[config.mk]
export PLATFORM = sky130hd
export DESIGN_NAME = bpd_ctrl
export DESIGN_NICKNAME = d
export VERILOG_FILES = /design/src/rtl/bpd_pkg.sv /design/src/rtl/bpd_ctrl.sv
export SDC_FILE = /design/constraint.sdc
export NUM_CORES = 1
export LEC_CHECK = 0
export ABC_AREA = 1
export ABC_CLOCK_PERIOD_IN_PS = 3870
export BUFFER_PORTS_ARGS = -buffer_cell sky130_fd_sc_hd__buf_2
export CAP_MARGIN = 10
export CORE_UTILIZATION = 45
export CTS_BUF_LIST = sky130_fd_sc_hd__clkbuf_8
export CTS_CLUSTER_SIZE = 20
export DETAILED_ROUTE_END_ITERATION = 10
export GPL_TIMING_DRIVEN = 0
export HOLD_SLACK_MARGIN = 0.02
export SYNTH_ARGS = -nofsm -noshare
export SYNTH_HDL_FRONTEND = slang
export SYNTH_SLANG_ARGS = --single-unit
[constraint.sdc]
create_clock -name clk_i -period 3.87 [get_ports clk_i]
set_input_delay 0.1935 -clock clk_i [delete_from_list [all_inputs] [get_ports clk_i]]
set_output_delay 0.1935 -clock clk_i [all_outputs]
set_load 0.01 [all_outputs]
[src/rtl/bpd_pkg.sv]
`default_nettype none

package bpd_pkg;

  localparam int unsigned CAPACITY_DEF = 256;
  localparam int unsigned KIND_W       = 3;
  localparam int unsigned COORD_W      = 8;
  localparam int unsigned IDX_W        = 8;
  localparam int unsigned CNT_W        = 9;

  typedef enum logic [KIND_W-1:0] {
    KIND_INS_HEAD = 3'd0,
    KIND_INS_TAIL = 3'd1,
    KIND_REM_HEAD = 3'd2,
    KIND_REM_TAIL = 3'd3,
    KIND_RD_INDEX = 3'd4,
    KIND_RD_TAIL  = 3'd5
  } kind_e;

  typedef enum logic [1:0] {
    ST_DONE  = 2'd0,
    ST_FULL  = 2'd1,
    ST_EMPTY = 2'd2,
    ST_RANGE = 2'd3
  } status_e;

  typedef struct packed {
    logic [COORD_W-1:0] symbol;
    logic [COORD_W-1:0] y;
    logic [COORD_W-1:0] x;
  } entry_t;

  // Result of one operation waiting for its read data
  typedef struct packed {
    logic             rd;
    status_e          status;
    logic [CNT_W-1:0] count;
  } pend_t;

endpackage

`default_nettype wire

[src/rtl/bpd_ctrl.sv]
`default_nettype none

module bpd_ctrl #(
  parameter int unsigned CAPACITY = bpd_pkg::CAPACITY_DEF,
  parameter int unsigned AW       = $clog2(CAPACITY),
  parameter int unsigned CW       = $clog2(CAPACITY + 1)
) (
  input  wire                          clk_i,
  input  wire                          rst_ni,
  input  wire                          in_valid_i,
  output logic                         in_ready_o,
  input  wire  [bpd_pkg::KIND_W-1:0]   kind_i,
  input  wire  [bpd_pkg::IDX_W-1:0]    index_i,
  output logic                         we_o,
  output logic [AW-1:0]                waddr_o,
  output logic                         re_o,
  output logic [AW-1:0]                raddr_o,
  output logic                         pend_valid_o,
  output bpd_pkg::pend_t               pend_o,
  input  wire                          pend_take_i
);

  localparam int unsigned IW = (CW > bpd_pkg::IDX_W) ? CW : bpd_pkg::IDX_W;
  localparam int unsigned SW = IW + 1;

  logic [AW-1:0]    head_q, head_d;
  logic [CW-1:0]    count_q, count_d;
  logic             pend_valid_q;
  bpd_pkg::pend_t   pend_q, pend_d;
  logic             accept;
  logic             full, empty;
  logic [IW-1:0]    idx_w, count_w;

  // Ring slot of the entry at an offset from the head; correct for an offset below CAPACITY
  function automatic logic [AW-1:0] ring_slot(input logic [AW-1:0] head,
                                              input logic [SW-1:0] offset);
    logic [SW-1:0] sum;
    sum = SW'(head) + offset;
    if (sum >= SW'(CAPACITY)) begin
      sum = sum - SW'(CAPACITY);
    end
    return sum[AW-1:0];
  endfunction

  assign in_ready_o = !pend_valid_q || pend_take_i;
  assign accept     = in_valid_i && in_ready_o;
  assign full       = (count_q == CW'(CAPACITY));
  assign empty      = (count_q == '0);
  assign idx_w      = IW'(index_i);
  assign count_w    = IW'(count_q);

  always_comb begin
    head_d         = head_q;
    count_d        = count_q;
    we_o           = 1'b0;
    waddr_o        = ring_slot(head_q, SW'(count_q));
    re_o           = 1'b0;
    raddr_o        = ring_slot(head_q, SW'(idx_w));
    pend_d.rd      = 1'b0;
    pend_d.status  = bpd_pkg::ST_DONE;
    unique case (bpd_pkg::kind_e'(kind_i))
      bpd_pkg::KIND_INS_HEAD: begin
        if (full) begin
          pend_d.status = bpd_pkg::ST_FULL;
        end else begin
          head_d  = (head_q == '0) ? AW'(CAPACITY - 1) : head_q - 1'b1;
          we_o    = accept;
          waddr_o = head_d;
          count_d = count_q + 1'b1;
        end
      end
      bpd_pkg::KIND_INS_TAIL: begin
        if (full) begin
          pend_d.status = bpd_pkg::ST_FULL;
        end else begin
          we_o    = accept;
          count_d = count_q + 1'b1;
        end
      end
      bpd_pkg::KIND_REM_HEAD: begin
        if (empty) begin
          pend_d.status = bpd_pkg::ST_EMPTY;
        end else begin
          head_d  = ring_slot(head_q, SW'(1));
          count_d = count_q - 1'b1;
        end
      end
      bpd_pkg::KIND_REM_TAIL: begin
        if (empty) begin
          pend_d.status = bpd_pkg::ST_EMPTY;
        end else begin
          count_d = count_q - 1'b1;
        end
      end
      bpd_pkg::KIND_RD_INDEX: begin
        if (empty) begin
          pend_d.status = bpd_pkg::ST_EMPTY;
        end else if (idx_w >= count_w) begin
          pend_d.status = bpd_pkg::ST_RANGE;
        end else begin
          re_o      = accept;
          pend_d.rd = 1'b1;
        end
      end
      bpd_pkg::KIND_RD_TAIL: begin
        if (empty) begin
          pend_d.status = bpd_pkg::ST_EMPTY;
        end else begin
          re_o      = accept;
          raddr_o   = ring_slot(head_q, SW'(count_q - 1'b1));
          pend_d.rd = 1'b1;
        end
      end
      default: begin
      end
    endcase
    pend_d.count = bpd_pkg::CNT_W'(count_d);
  end

  always_ff @(posedge clk_i or negedge rst_ni) begin
    if (!rst_ni) begin
      head_q       <= '0;
      count_q      <= '0;
      pend_valid_q <= 1'b0;
    end else if (accept) begin
      head_q       <= head_d;
      count_q      <= count_d;
      pend_valid_q <= 1'b1;
    end else if (pend_take_i) begin
      pend_valid_q <= 1'b0;
    end
  end

  always_ff @(posedge clk_i) begin
    if (accept) begin
      pend_q <= pend_d;
    end
  end

  assign pend_valid_o = pend_valid_q;
  assign pend_o       = pend_q;

endmodule

`default_nettype wire

Yosys cells after proc, flatten, opt, wreduce, memory -nomap -nowiden:

Cells that the tools add are included.

* bits of input ports: 15
* output and inout port bits: 32
* register bits: 30

* order comparisons: 5
* add/sub/neg operators: 12
* eq/ne operators: 8
* mux-type cells: 32
* reduce and logical (&&, ||, !) cells: 12

Operators with widths (count)
* 2-to-1 mux 8 bit: 11
* subtractor 8 x 1 -> 8 bit, second input constant: 5
* greater-or-equal comparator 10 x 9 -> 1 bit, second input constant: 2
* greater-or-equal comparator 9 bit, second input constant: 2
* 2-to-1 mux 9 bit: 2
* one-hot mux 9 bit (2 select lines): 1
* one-hot mux 8 bit (2 select lines): 1
* 2-to-1 mux 1 bit: 11
* adder 8 x 10 -> 10 bit: 1
* adder 8 x 9 -> 10 bit: 1
* subtractor 9 x 1 -> 10 bit, second input constant: 1
* adder 8 x 1 -> 9 bit, second input constant: 1
* adder 8 x 8 -> 9 bit: 1
* adder 9 x 1 -> 9 bit, second input constant: 1
* equality test 9 bit, second input constant: 1
* greater-or-equal comparator 8 x 9 -> 1 bit: 1
* zero test 9 bit: 1
* subtractor 9 x 1 -> 9 bit, second input constant: 1
* zero test 8 bit: 1
* equality test 3 x 2 -> 1 bit, second input constant: 2
* equality test 3 bit, second input constant: 2
* 2-to-1 mux 2 bit: 3
* one-hot mux 2 bit (3 select lines): 1
* != test 2 bit, second input constant: 2
* 10 further kinds: 13

Depth between registers and ports, before layout:

* word-level depth: 6
* gate-level depth with buffers: 13

Least setup slack after synthesis:

Ideal clock, no wire load.

* path kind: reg2out
* start point: reg head_q[1]
* end point: out raddr_o[7]
* path slack: 1.578 ns
* buffers on the path: 0
* required time: 3.677 ns
* arrival: 2.099 ns
* cell stages (with the launch flop): 12
* path through: dfrtp_1 inv_1 ha_1 inv_1 ha_1 inv_1 fa_1 inv_1 nand4_1 o211ai_1 nor2_1 o21ai_1

* word-level cells in the longest chain between the ends: 5
* elaborated cells between the ends (all ways): 10
* classes of those cells: 4 x add/sub; 2 x order compare; 4 x mux

Ends and longest elaborated chain
* start: declaration: line bpd_ctrl.sv:26 `logic [AW-1:0] head_q, head_d;`
* start signal: assignment: line bpd_ctrl.sv:122 `head_q <= '0;`
* start signal: assignment: line bpd_ctrl.sv:126 `head_q <= head_d;`
* adder 8 x 10 -> 10 bit or adder 8 x 8 -> 9 bit (tied branches): line bpd_ctrl.sv:38 `sum = SW'(head) + offset;`
* subtractor 8 x 1 -> 8 bit, or another cell as far along: line bpd_ctrl.sv:40 `sum = sum - SW'(CAPACITY);`
* 2-to-1 mux 8 bit: line bpd_ctrl.sv:39 `if (sum >= SW'(CAPACITY)) begin`
* 2-to-1 mux 8 bit: line bpd_ctrl.sv:106 `if (empty) begin`
* 2-to-1 mux 8 bit *: line bpd_ctrl.sv:61 `unique case (bpd_pkg::kind_e'(kind_i))`
* end: declaration: line bpd_ctrl.sv:17 `output logic [AW-1:0] raddr_o,`

Every way passes the cells marked *; elsewhere a longest branch is shown, timed or not.

Worst setup path after layout:

* start point: reg count_q[1]
* end point: out raddr_o[7]

* word-level cells in the longest chain between the ends: 6
* elaborated cells between the ends (all ways): 8
* classes of those cells: 3 x add/sub; 1 x order compare; 3 x mux; 1 x reduce/logical

Ends and longest elaborated chain
* start: declaration: line bpd_ctrl.sv:27 `logic [CW-1:0] count_q, count_d;`
* start signal: assignment: line bpd_ctrl.sv:127 `count_q <= count_d;`
* subtractor 9 x 1 -> 10 bit: line bpd_ctrl.sv:110 `raddr_o = ring_slot(head_q, SW'(count_q - 1'b1));`
* adder 8 x 10 -> 10 bit: line bpd_ctrl.sv:38
* subtractor 8 x 1 -> 8 bit or greater-or-equal comparator 10 x 9 -> 1 bit (tied branches): line bpd_ctrl.sv:40, bpd_ctrl.sv:39
* 2-to-1 mux 8 bit: line bpd_ctrl.sv:39
* 2-to-1 mux 8 bit *: line bpd_ctrl.sv:106
* 2-to-1 mux 8 bit *: line bpd_ctrl.sv:61

Marks and branches as above.

==> results.txt <==
Pleak = 2.247 nW
CP Max Fanout = 8
Via-to-Cell Ratio = 5.195
final hold viol count = 0
hold slack = 0.1739 ns
setup violators final = 0
CTS Sinks = 30
initial core utilization = 46.55%
H-tree depth = 2
max-slew headroom at the worst pin = 59.67%
status = finished, final reports clean
# Post-CTS Setup Buffers = 0
Worst-Skew Late Latency = 0.29 ns
Largest delay share family, worst path = adder cells
cells after synthesis = 535
Max IR drop VDD = 354.7 uV
die area = 8355 um^2
TritonCTS clock tree = built
mean area per synthesized cell = 6.724 um^2
I/O Pins = 47
Inserted Diodes = 0
CTS buffer count = 5
CP Class = reg2out
layout cells sized above 1 = 15.42%
Area Growth Syn to Fin = 12.83%
Worst-path clk slew = 0.07 ns
Pwr per Cell Area = 915.1 nW/um^2
first-pass GRT wire length = 16.30 mm
largest net degree at the start of global routing = 22
placed wire-length estimate = 8.080 mm
commonest non-fill, non-tap cell in the layout = nand2_1
drt wl/cell = 14.51 um
fin crit share = 77.09%
gpl congestion = 0.9445
vias in the first global route = 3304
async set-reset flop share out of synthesis = 60.00%
Ys Warns = 0
syn_nets = 593
Worst path max stage delay = 0.54 ns
crit path time final = 2.983 ns
Data arrival, critical path = 2.79 ns
final wirelength = 10.04 mm
CP startpoint kind = flop
post-synthesis sequential area ratio = 22.54%
Core ar. = 7727 um^2
Synth cell types = 38
Area contributors post-synth = nand2_1 (17%), ha_1 (14%), dfrtp_1 (13%)
post-synth top area cell = nand2_1
All-Layer GR Usage = 24.84%
Hold Crit Class = in2reg
setup TNS = 0 ns
Required @ worst endpoint = 3.68 ns
nets@finish = 647
flops & latches, synth = 30
Fmax = 335.2 MHz
Die Height = 91.41 um
Design Area, Final = 4059 um^2
Post-synth EDFFs = 12
RSZ-0062 raised after global routing = false
Congestion Overflow GR = 0
Max Slew Vio Count = 0
DR vias = 3595
max-capacitance violation count = 0
Post-DP Area = 3955 um^2
number of port buffers = 46
hold_buf cts = 1
crit path buf inv count = 5
Post-route DRC = 0
Worst-Margin Slew = 0.6027 ns
Synth Flop Type = dfrtp_1
area share of the largest cell type after synthesis = 17.22%
CP max-delay cell = dfrtp_1
Critical Path End Type = primary output
num rows = 32
post-cts resize count = 0
Starting DRT DRC Count = 193
clk root buf = clkbuf_8
number of buffers on the longest clock path = 2
most frequent cells in the layout = nand2_1 (165), inv_1 (80), nand3_1 (60)
initial antenna violation count = 0
first-pass iteration count of the detailed router = 6
skew final = 0.004913 ns
Cell Area, Synth = 3597 um^2
Worst Setup Slack, final = 0.8867 ns
Die Width = 91.41 um
DP Worst Slack = 1.191 ns
Final ANT Viol Nets = 0
critical path's most frequent cell = inv_1
Power Total = 3.714 mW
crit path cell chain = inv_1, ha_1, inv_1, ha_1, inv_1, fa_1, inv_1, nand4_1, o211ai_1, nor2_1, o21ai_1, buf_2
==> logic make-up after synthesis <==
logic type,share of synthesized area [%]
flops,22.54
xor+xnor,3.408
mux,0.2783
simple gates,36.38
buf+inv,11.86
fa+ha+maj,15.58
compound gates,9.948
==> sequential cells by signal (all words and copies together), names as in the netlist <==
register	cells
head_q	8
count_q	9
pend_valid_o	1
pend_o	12
==> report_power, final <==
group          total [mW]  switching [mW]  internal (mW)
combinational        2.85            1.79           1.07
sequential          0.590           0.135          0.455
clock               0.272           0.129          0.143
total                3.71            2.05           1.66
==> cell type report <==
cell class	instances	area, um^2
Clock inverter	2	11.26
Sequential cell	30	810.8
Fill cell	801	3669
Timing Repair Buffer	47	240.2
Multi-Input combinational cell	409	2360
Inverter	80	300.3
Buffer	16	126.4
Clock buffer	6	82.58
Tap cell	102	127.6
==> path summary, 6_finish.rpt <==
path | from | end | slack, ns | cells after the start
setup / recovery | count_q[1] | raddr_o[7] | 0.89 | 12
hold / removal | pend_take_i | pend_valid_o | 0.17 | 4
setup reg to reg | count_q[1] | pend_o[4] | 1.66 | 8
hold reg to reg | pend_valid_o | pend_valid_o | 0.53 | 2
max in group asynchronous | rst_ni | head_q[5] | 3.17 | 2
min in group asynchronous | rst_ni | count_q[8] | 0.39 | 2
==> worst register-to-register path: cells and delay by family (launching register included) <==
| family | cells | cell delay (ns) |
|---|---|---|
| and+or+nand+nor | 5 | 0.64 |
| DFF | 1 | 0.50 |
| buffers and inverters | 2 | 0.44 |
| adders and majority gates | 1 | 0.35 |
==> routing by layer <==
metal  vias to the layer above  GRT usage (%)  routed length [um]
li1                       1845              -                   -
met1                      1636          36.76                4970
met2                       103          38.41                4397
met3                        11          3.601                 585
met4                         0          4.497                  90
met5                         -              0                   0
==> cells in the mapped netlist (3+ instances only) <==
cell type and count:
nand3_1 60, a21oi_1 13, xnor2_1 4, nand2_4 3, o21ai_2 6, nand2_2 4, a21boi_0 3, nand2_1 165
dfrtp_1 18, nand4_1 17, a31oi_1 4, o21ai_0 19, ha_1 40, inv_1 80, o21ai_1 8, buf_2 6
nor2_1 28, xor2_1 10, edfxtp_1 12, o22ai_1 3, fa_1 3, buf_6 7
==> per-stage QoR <==
| step | utilization, % | instances |
|---|---|---|
| 2_1_floorplan | - | 535 |
| 3_3_place_gp | 51.18 | 683 |
| 3_5_place_dp | 51.18 | 683 |
| 4_1_cts | 52.53 | 692 |
| 5_1_grt | 52.53 | 692 |
| 6_report | 52.53 | 692 |
Power figures use the tool's default switching activity.
